**src/design/sfir_pkg.sv**
```systemverilog
package sfir_pkg;

   localparam int SAMPLE_W     = 8;
   localparam int OUT_W        = 16;
   localparam int COEF_W       = 16;
   localparam int NUM_COEF     = 6;
   localparam int CSR_ADDR_W   = 3;
   localparam int TAPS_DEFAULT = 11;
   localparam int ROUND_SHIFT  = 11;
   localparam int OUT_MAX      = 32767;
   localparam int OUT_MIN      = -32768;

   typedef logic [SAMPLE_W-1:0]      sample_type;
   typedef logic signed [COEF_W-1:0] coef_type;
   typedef coef_type [NUM_COEF-1:0]  coef_bank_type;
   typedef logic [CSR_ADDR_W-1:0]    csr_addr_type;
   typedef logic signed [OUT_W-1:0]  out_type;

   localparam csr_addr_type CSR_COEF_OUTER  = 3'd0;
   localparam csr_addr_type CSR_COEF_SECOND = 3'd1;
   localparam csr_addr_type CSR_COEF_THIRD  = 3'd2;
   localparam csr_addr_type CSR_COEF_FOURTH = 3'd3;
   localparam csr_addr_type CSR_COEF_FIFTH  = 3'd4;
   localparam csr_addr_type CSR_COEF_CENTER = 3'd5;

   function automatic coef_type coef_reset(input csr_addr_type idx);
      coef_type val;
      case (idx)
         CSR_COEF_OUTER:  val = -16'sd98;
         CSR_COEF_SECOND: val = -16'sd430;
         CSR_COEF_THIRD:  val = -16'sd344;
         CSR_COEF_FOURTH: val = 16'sd2741;
         CSR_COEF_FIFTH:  val = 16'sd8608;
         CSR_COEF_CENTER: val = 16'sd11796;
         default:         val = '0;
      endcase
      return val;
   endfunction

   // map a folded tap position to its weight register, clamped at both ends
   function automatic int coef_sel(input int taps, input int fold);
      int sel;
      sel = fold + NUM_COEF - (taps + 1) / 2;
      if (sel < 0) sel = 0;
      if (sel > NUM_COEF - 1) sel = NUM_COEF - 1;
      return sel;
   endfunction

endpackage

```
**src/design/sfir_coef_bank.sv**
```systemverilog
module sfir_coef_bank (
   input  logic                  clock,
   input  logic                  reset,
   input  logic                  csr_we,
   input  sfir_pkg::csr_addr_type csr_addr,
   input  sfir_pkg::coef_type    csr_wdata,
   output sfir_pkg::coef_bank_type coefs
);
   import sfir_pkg::*;

   coef_bank_type coef_ff;

   always_ff @(posedge clock) begin
      if (reset) begin
         for (int i = 0; i < NUM_COEF; i++) begin
            coef_ff[i] <= coef_reset(csr_addr_type'(i));
         end
      end else if (csr_we) begin
         for (int i = 0; i < NUM_COEF; i++) begin
            if (csr_addr == csr_addr_type'(i)) begin
               coef_ff[i] <= csr_wdata;
            end
         end
      end
   end

   assign coefs = coef_ff;

endmodule

```
**src/design/sfir_window.sv**
```systemverilog
module sfir_window #(
   parameter int TAPS = sfir_pkg::TAPS_DEFAULT
) (
   input  logic                                    clock,
   input  logic                                    reset,
   input  logic                                    in_valid,
   output logic                                    in_ready,
   input  sfir_pkg::sample_type                    in_sample,
   output logic                                    out_valid,
   input  logic                                    out_ready,
   output logic [TAPS-1:0][sfir_pkg::SAMPLE_W-1:0] out_window
);
   import sfir_pkg::*;

   logic                           valid_ff;
   logic                           primed_ff;
   logic [TAPS-2:0][SAMPLE_W-1:0]  hist_ff;
   logic [TAPS-2:0][SAMPLE_W-1:0]  hist_in;
   logic [TAPS-1:0][SAMPLE_W-1:0]  win_ff;
   logic [TAPS-1:0][SAMPLE_W-1:0]  win_in;
   logic                           accept;

   assign in_ready = !valid_ff || out_ready;
   assign accept   = in_valid && in_ready;

   // prefill the whole line with the first word after reset
   always_comb begin
      win_in[0] = in_sample;
      for (int i = 1; i < TAPS; i++) begin
         win_in[i] = primed_ff ? hist_ff[i-1] : in_sample;
      end
   end

   assign hist_in = win_in[TAPS-2:0];

   always_ff @(posedge clock) begin
      if (reset) begin
         valid_ff  <= 1'b0;
         primed_ff <= 1'b0;
      end else begin
         if (in_ready) begin
            valid_ff <= in_valid;
         end
         if (accept) begin
            primed_ff <= 1'b1;
         end
      end
   end

   always_ff @(posedge clock) begin
      if (accept) begin
         win_ff  <= win_in;
         hist_ff <= hist_in;
      end
   end

   assign out_valid  = valid_ff;
   assign out_window = win_ff;

endmodule

```
**src/design/sfir_mac.sv**
```systemverilog
module sfir_mac #(
   parameter int TAPS = sfir_pkg::TAPS_DEFAULT
) (
   input  logic                                    clock,
   input  logic                                    reset,
   input  logic                                    in_valid,
   output logic                                    in_ready,
   input  logic [TAPS-1:0][sfir_pkg::SAMPLE_W-1:0] in_window,
   input  sfir_pkg::coef_bank_type                 coefs,
   output logic                                    out_valid,
   input  logic                                    out_ready,
   output sfir_pkg::out_type                       out_filtered
);
   import sfir_pkg::*;

   localparam int NFOLD  = (TAPS + 1) / 2;
   localparam int PRE_W  = SAMPLE_W + 1;
   localparam int PROD_W = PRE_W + 1 + COEF_W;
   localparam int SUM_W  = PROD_W + $clog2(NFOLD);
   localparam int Q_W    = SUM_W + 1 - ROUND_SHIFT;

   localparam logic signed [Q_W-1:0] Q_MAX = Q_W'(OUT_MAX);
   localparam logic signed [Q_W-1:0] Q_MIN = Q_W'(OUT_MIN);
   localparam logic signed [SUM_W:0] HALF  = (SUM_W+1)'(1 << (ROUND_SHIFT - 1));

   logic                                    prod_valid_ff;
   logic                                    out_valid_ff;
   logic                                    prod_ready;
   logic signed [NFOLD-1:0][PROD_W-1:0]     prod_in;
   logic signed [NFOLD-1:0][PROD_W-1:0]     prod_ff;
   logic signed [SUM_W-1:0]                 sum;
   logic signed [SUM_W:0]                   biased;
   logic signed [Q_W-1:0]                   quot;
   out_type                                 filtered_in;
   out_type                                 filtered_ff;

   assign prod_ready = !out_valid_ff || out_ready;
   assign in_ready   = !prod_valid_ff || prod_ready;

   // fold mirrored taps, then one weight per pair or centre tap
   for (genvar f = 0; f < NFOLD; f++) begin : g_fold
      localparam int SEL = coef_sel(TAPS, f);
      logic [PRE_W-1:0]         pre;
      logic signed [PROD_W-1:0] pre_s;
      logic signed [PROD_W-1:0] coef_s;

      if (2 * f == TAPS - 1) begin : g_centre
         assign pre = PRE_W'(in_window[f]);
      end else begin : g_pair
         assign pre = PRE_W'(in_window[f]) + PRE_W'(in_window[TAPS-1-f]);
      end

      assign pre_s      = signed'(PROD_W'(pre));
      assign coef_s     = PROD_W'($signed(coefs[SEL]));
      assign prod_in[f] = pre_s * coef_s;
   end

   always_comb begin
      sum = '0;
      for (int f = 0; f < NFOLD; f++) begin
         sum = sum + SUM_W'($signed(prod_ff[f]));
      end
   end

   // round half up to four fractional bits, then clamp
   assign biased = (SUM_W+1)'(sum) + HALF;
   assign quot   = Q_W'(biased >>> ROUND_SHIFT);

   always_comb begin
      if (quot > Q_MAX) begin
         filtered_in = out_type'(Q_MAX);
      end else if (quot < Q_MIN) begin
         filtered_in = out_type'(Q_MIN);
      end else begin
         filtered_in = out_type'(quot);
      end
   end

   always_ff @(posedge clock) begin
      if (reset) begin
         prod_valid_ff <= 1'b0;
         out_valid_ff  <= 1'b0;
      end else begin
         if (in_ready) begin
            prod_valid_ff <= in_valid;
         end
         if (prod_ready) begin
            out_valid_ff <= prod_valid_ff;
         end
      end
   end

   always_ff @(posedge clock) begin
      if (in_valid && in_ready) begin
         prod_ff <= prod_in;
      end
      if (prod_valid_ff && prod_ready) begin
         filtered_ff <= filtered_in;
      end
   end

   assign out_valid    = out_valid_ff;
   assign out_filtered = filtered_ff;

endmodule

```
**src/design/symmetric_fir_with_prefill.sv**
```systemverilog
// Throughput: one word per cycle while rsp_tready is high; the tap window,
// the folded products and the rounded output each sit in a register stage
// that advances on its own.
// Reset (synchronous, active high) restores the six weights, empties the
// pipeline and arms the prefill of the delay line by the next sample.
module symmetric_fir_with_prefill #(
   parameter int TAPS = sfir_pkg::TAPS_DEFAULT
) (
   input  logic                  clock,
   input  logic                  reset,
   input  logic                  req_tvalid,
   output logic                  req_tready,
   input  logic [7:0]            req_tdata,   // [7:0] sample
   output logic                  rsp_tvalid,
   input  logic                  rsp_tready,
   output logic [15:0]           rsp_tdata,   // [15:0] filtered
   input  logic                  csr_we,
   input  sfir_pkg::csr_addr_type csr_addr,
   input  sfir_pkg::coef_type    csr_wdata
);
   import sfir_pkg::*;

   coef_bank_type                 coefs;
   logic                          win_valid;
   logic                          win_ready;
   logic [TAPS-1:0][SAMPLE_W-1:0] window;
   out_type                       filtered;

   sfir_coef_bank u_coef_bank (
      .clock     (clock),
      .reset     (reset),
      .csr_we    (csr_we),
      .csr_addr  (csr_addr),
      .csr_wdata (csr_wdata),
      .coefs     (coefs)
   );

   sfir_window #(.TAPS(TAPS)) u_window (
      .clock      (clock),
      .reset      (reset),
      .in_valid   (req_tvalid),
      .in_ready   (req_tready),
      .in_sample  (sample_type'(req_tdata)),
      .out_valid  (win_valid),
      .out_ready  (win_ready),
      .out_window (window)
   );

   sfir_mac #(.TAPS(TAPS)) u_mac (
      .clock        (clock),
      .reset        (reset),
      .in_valid     (win_valid),
      .in_ready     (win_ready),
      .in_window    (window),
      .coefs        (coefs),
      .out_valid    (rsp_tvalid),
      .out_ready    (rsp_tready),
      .out_filtered (filtered)
   );

   assign rsp_tdata = 16'(filtered);

endmodule

```
**config.mk**
```make
export PLATFORM = sky130hd
export DESIGN_NAME = symmetric_fir_with_prefill
export DESIGN_NICKNAME = d
export VERILOG_FILES = /design/src/design/sfir_pkg.sv /design/src/design/sfir_coef_bank.sv /design/src/design/sfir_window.sv /design/src/design/sfir_mac.sv /design/src/design/symmetric_fir_with_prefill.sv
export SDC_FILE = /design/constraint.sdc
export NUM_CORES = 2
export LEC_CHECK = 0
export ABC_AREA = 1
export BUFFER_PORTS_ARGS = -buffer_cell sky130_fd_sc_hd__buf_2
export CAP_MARGIN = 25
export CORE_AREA = 2 2 304 306
export CTS_BUF_LIST = sky130_fd_sc_hd__clkbuf_4 sky130_fd_sc_hd__clkbuf_8 sky130_fd_sc_hd__clkbuf_16
export DETAILED_ROUTE_END_ITERATION = 12
export DIE_AREA = 0 0 306 308
export GPL_TIMING_DRIVEN = 1
export MAX_ROUTING_LAYER = met4
export PLACE_DENSITY = 0.7
export SLEW_MARGIN = 0
export SYNTH_ARGS = -nofsm -noshare
export SYNTH_HDL_FRONTEND = slang
export SYNTH_SLANG_ARGS = --single-unit
```
**constraint.sdc**
```tcl
create_clock -name clock -period 10.8 [get_ports clock]
set_input_delay 2.16 -clock clock [delete_from_list [all_inputs] [get_ports clock]]
set_output_delay 2.16 -clock clock [all_outputs]
set_load 0.02 [all_outputs]
```
==> impl_metrics.json <==
{
  "status": "completed",
  "path_buf_inv": 1,
  "crit_path_end": "u_mac.prod_ff[22]",
  "antenna_found_initial": 7,
  "gr-total-overflow": 0,
  "core_um2": 91000,
  "postCtsResizedCells": 0,
  "cp_max_fo": 16,
  "critPathRequiredTime_ns": 11.14,
  "r2r-start": "u_window.hist_ff[0]",
  "drt-total-wl_mm": 133,
  "crit_arrival_ns": 7.66,
  "gp_congestion": 0.988,
  "dr.pass1.iters": 6,
  "viasPerCell": 5.33,
  "cts_sinks": 359,
  "cap_viol_max_count": 0,
  "slew_headroom_pct": 30.3,
  "die_w_um": 306,
  "clk_pin_slew_worst_paths_ns": 0.06,
  "yosysTopAreaCell": "fa_1",
  "cts_buffers": 44,
  "row_count": 111,
  "regToRegEndpoint": "u_mac.prod_ff[22]",
  "crit_start": "u_window.hist_ff[0]",
  "end_kind": "flip-flop",
  "cts_hold_buf": 0,
  "drt_first_iter_violations": 2692,
  "synth_seq_area_share_pct": 19.6,
  "synth.area.top_cells": "fa_1, edfxtp_1, inv_1",
  "syn-num-nets": 7109,
  "num-nets-final": 7112,
  "synth.distinct_cells": 51,
  "setup_violations": 0,
  "hold_violations": 0,
  "htree_num_levels": 2,
  "cpPeakStageDelay_ns": 0.83,
  "syn_inst": 5850,
  "yosys_most_used_dff": "edfxtp_1",
  "worst_path_max_delay_cell": "xnor2_2",
  "port_buffers": 49,
  "worstHoldStart": "u_mac.out_valid",
  "clock_skew_ns": 0.0194,
  "syn_to_final_growth_pct": 6.11,
  "vias": 37800,
  "postSynthAreaPerCell_um2": 8.51,
  "wl_per_cell_um": 18.8,
  "synthArstFlopShare_pct": 0,
  "rsz0062_at_grt": "false",
  "die-area_um2": 94200,
  "ios": 50,
  "tightest_slew_ns": 1.04,
  "rrSetupSlack_ns": 3.47,
  "die_height_um": 308,
  "final.min_clock_period_ns": 7.33,
  "drv_slew": 0,
  "clk_path_buf_depth": 3,
  "dp_hpwl_mm": 110,
  "finalSetupTns_ns": 0,
  "grtUsageTotal_pct": 30.1,
  "yosysTopAreaCellShare_pct": 32.1,
  "synth_seq_cells": 359,
  "drc": 0,
  "grt_max_degree": 89,
  "initial_core_util_pct": 54.7,
  "worstRegToRegCells": 24,
  "final_cell_mix": "inv_1, nand2_1, fa_1, nor2_1, ha_1",
  "worst-path-stages": 24,
  "tritoncts": "done",
  "post-route-period-util_pct": 67.9,
  "crit_top_cell": "fa_1",
  "cp_top_family": "adder cells",
  "postCtsSetupRepairBufs": 0,
  "hold_path.class": "flip-flop to flip-flop",
  "cts_root_buf": "clkbuf_16",
  "fmax_ghz": 0.136,
  "grt_pass1_vias": 38600,
  "crit_type": "flip-flop to flip-flop",
  "yosysWarnings": 0,
  "synth-edff-count": 259,
  "start_kind": "flip-flop",
  "syn-cell-area_um2": 49800,
  "drive_gt1_share_pct": 4.01,
  "grt_pass1_wl_mm": 213,
  "clock_latency_ns": 0.60,
  "layout_commonest_cell": "inv_1",
  "drtAntennaViolNets": 0,
  "path_cells": "ha_1 > fa_1 > a21oi_1 > o21ai_0 > a21oi_1 > o21ai_0 > xnor2_2 > or2_2 > fa_1 > fa_1 > inv_1 > fa_1 > fa_1 > fa_1 > ha_1 > a21oi_1 > o21ai_0 > nand2_1 > o2111ai_1 > nand3_1 > nand2_1 > a21boi_0 > o221ai_1 > xor2_1",
  "fill_cells": 8206
}
## layer usage
layer  vias up  track usage, %  part of all wire [%]
met5         -               -                     0
met3       227            3.63                   6.6
met2      1171            50.1                    48
met4         0            11.0                   4.2
li1      17700               -                     -
met1     18700            38.1                    41
## layout make-up
type                    instances  area, µm²  area share [%]
multi-input cells            3911      34100            64.5
flip-flops and latches        359       9780            18.5
inverters                    1458       5480            10.4
well taps                    1186       1480            2.81
clock buffers                  49       1140            2.16
repair buffers                 79        490           0.929
clock inverters                32        332           0.628
diodes                          9       22.5          0.0426
## metrics by stage
step	setup WS, ns	cell area, µm²	std cells	utilization, %	hold slack (ns)
2_1_floorplan	4.46	49800	5850	-	0.450
3_3_place_gp	3.61	51300	6991	56.4	0.521
3_5_place_dp	3.58	51300	6992	56.4	0.537
4_1_cts	3.55	52800	7073	58.0	0.547
5_1_grt	3.15	52800	7078	58.1	0.584
6_report	3.47	52800	7083	58.1	0.542
## worst min path at each step
stage / to / slack, ns / cells past startpoint
floorplan: u_mac.out_valid / 0.45 / 2
global placement: u_mac.out_valid / 0.52 / 2
detailed placement: u_mac.out_valid / 0.54 / 2
CTS: u_mac.out_valid / 0.55 / 2
global route: u_window.hist_ff[11] / 0.58 / 2
finish: u_mac.out_valid / 0.54 / 2
## registers in the layout, indices dropped and copies added (netlist names)
name and flops:
u_coef_bank.coefs 96, u_mac.out_filtered 16, u_mac.out_valid 1, u_mac.prod_ff 155, u_mac.prod_valid_ff 1, u_window.hist_ff 80
u_window.out_valid 1, u_window.out_window 8, u_window.primed_ff 1
## cell families (layout without fill, tap and decap cells)
kind of cell | after synthesis | count (layout) | share of synthesized area [%]
AOI/OAI and AO/OA | 517 | 517 | 5.87
xor gates and xnor gates | 225 | 225 | 3.96
adders and majority gates | 1227 | 1227 | 42.9
buffers and inverters | 1580 | 1618 | 12.0
DFF | 359 | 359 | 19.6
other | 0 | 9 | 0
and+or+nand+nor | 1942 | 1942 | 15.7
## synthesized netlist by cell type, types with 3 or more instances
cell type,n
inv_1,1447
nand2_1,1180
fa_1,799
nor2_1,534
ha_1,428
edfxtp_1,259
a21oi_1,249
xor2_1,163
o21ai_0,131
clkbuf_1,114
nand3_1,106
dfxtp_1,100
xnor2_1,62
o211ai_1,57
nor3_1,25
a31oi_1,23
nand4_1,23
nand2_2,17
a21o_1,12
or2_2,10
inv_2,9
o21bai_1,9
nand3_2,8
nor4_1,8
o21a_1,7
a211oi_1,6
nor2_2,6
o31ai_1,6
nor2_4,5
a21boi_0,4
buf_2,4
and2_1,3
nand2_4,3
nand3b_1,3
nor3b_1,3
o221ai_1,3
o311ai_0,3
## worst reg2reg max path: stages (launching register included)
cell and delay, ns:
edfxtp_1 0.40, ha_1 0.25, fa_1 0.41, a21oi_1 0.14, o21ai_0 0.17, a21oi_1 0.18, o21ai_0 0.16, xnor2_2 0.84
or2_2 0.26, fa_1 0.44, fa_1 0.56, inv_1 0.05, fa_1 0.46, fa_1 0.51, fa_1 0.44, ha_1 0.36
a21oi_1 0.16, o21ai_0 0.12, nand2_1 0.08, o2111ai_1 0.13, nand3_1 0.10, nand2_1 0.10, a21boi_0 0.34, o221ai_1 0.20
xor2_1 0.18
Power is not shown: default switching activity piles up to over one toggle a cycle in this logic, so the estimate is an artifact.
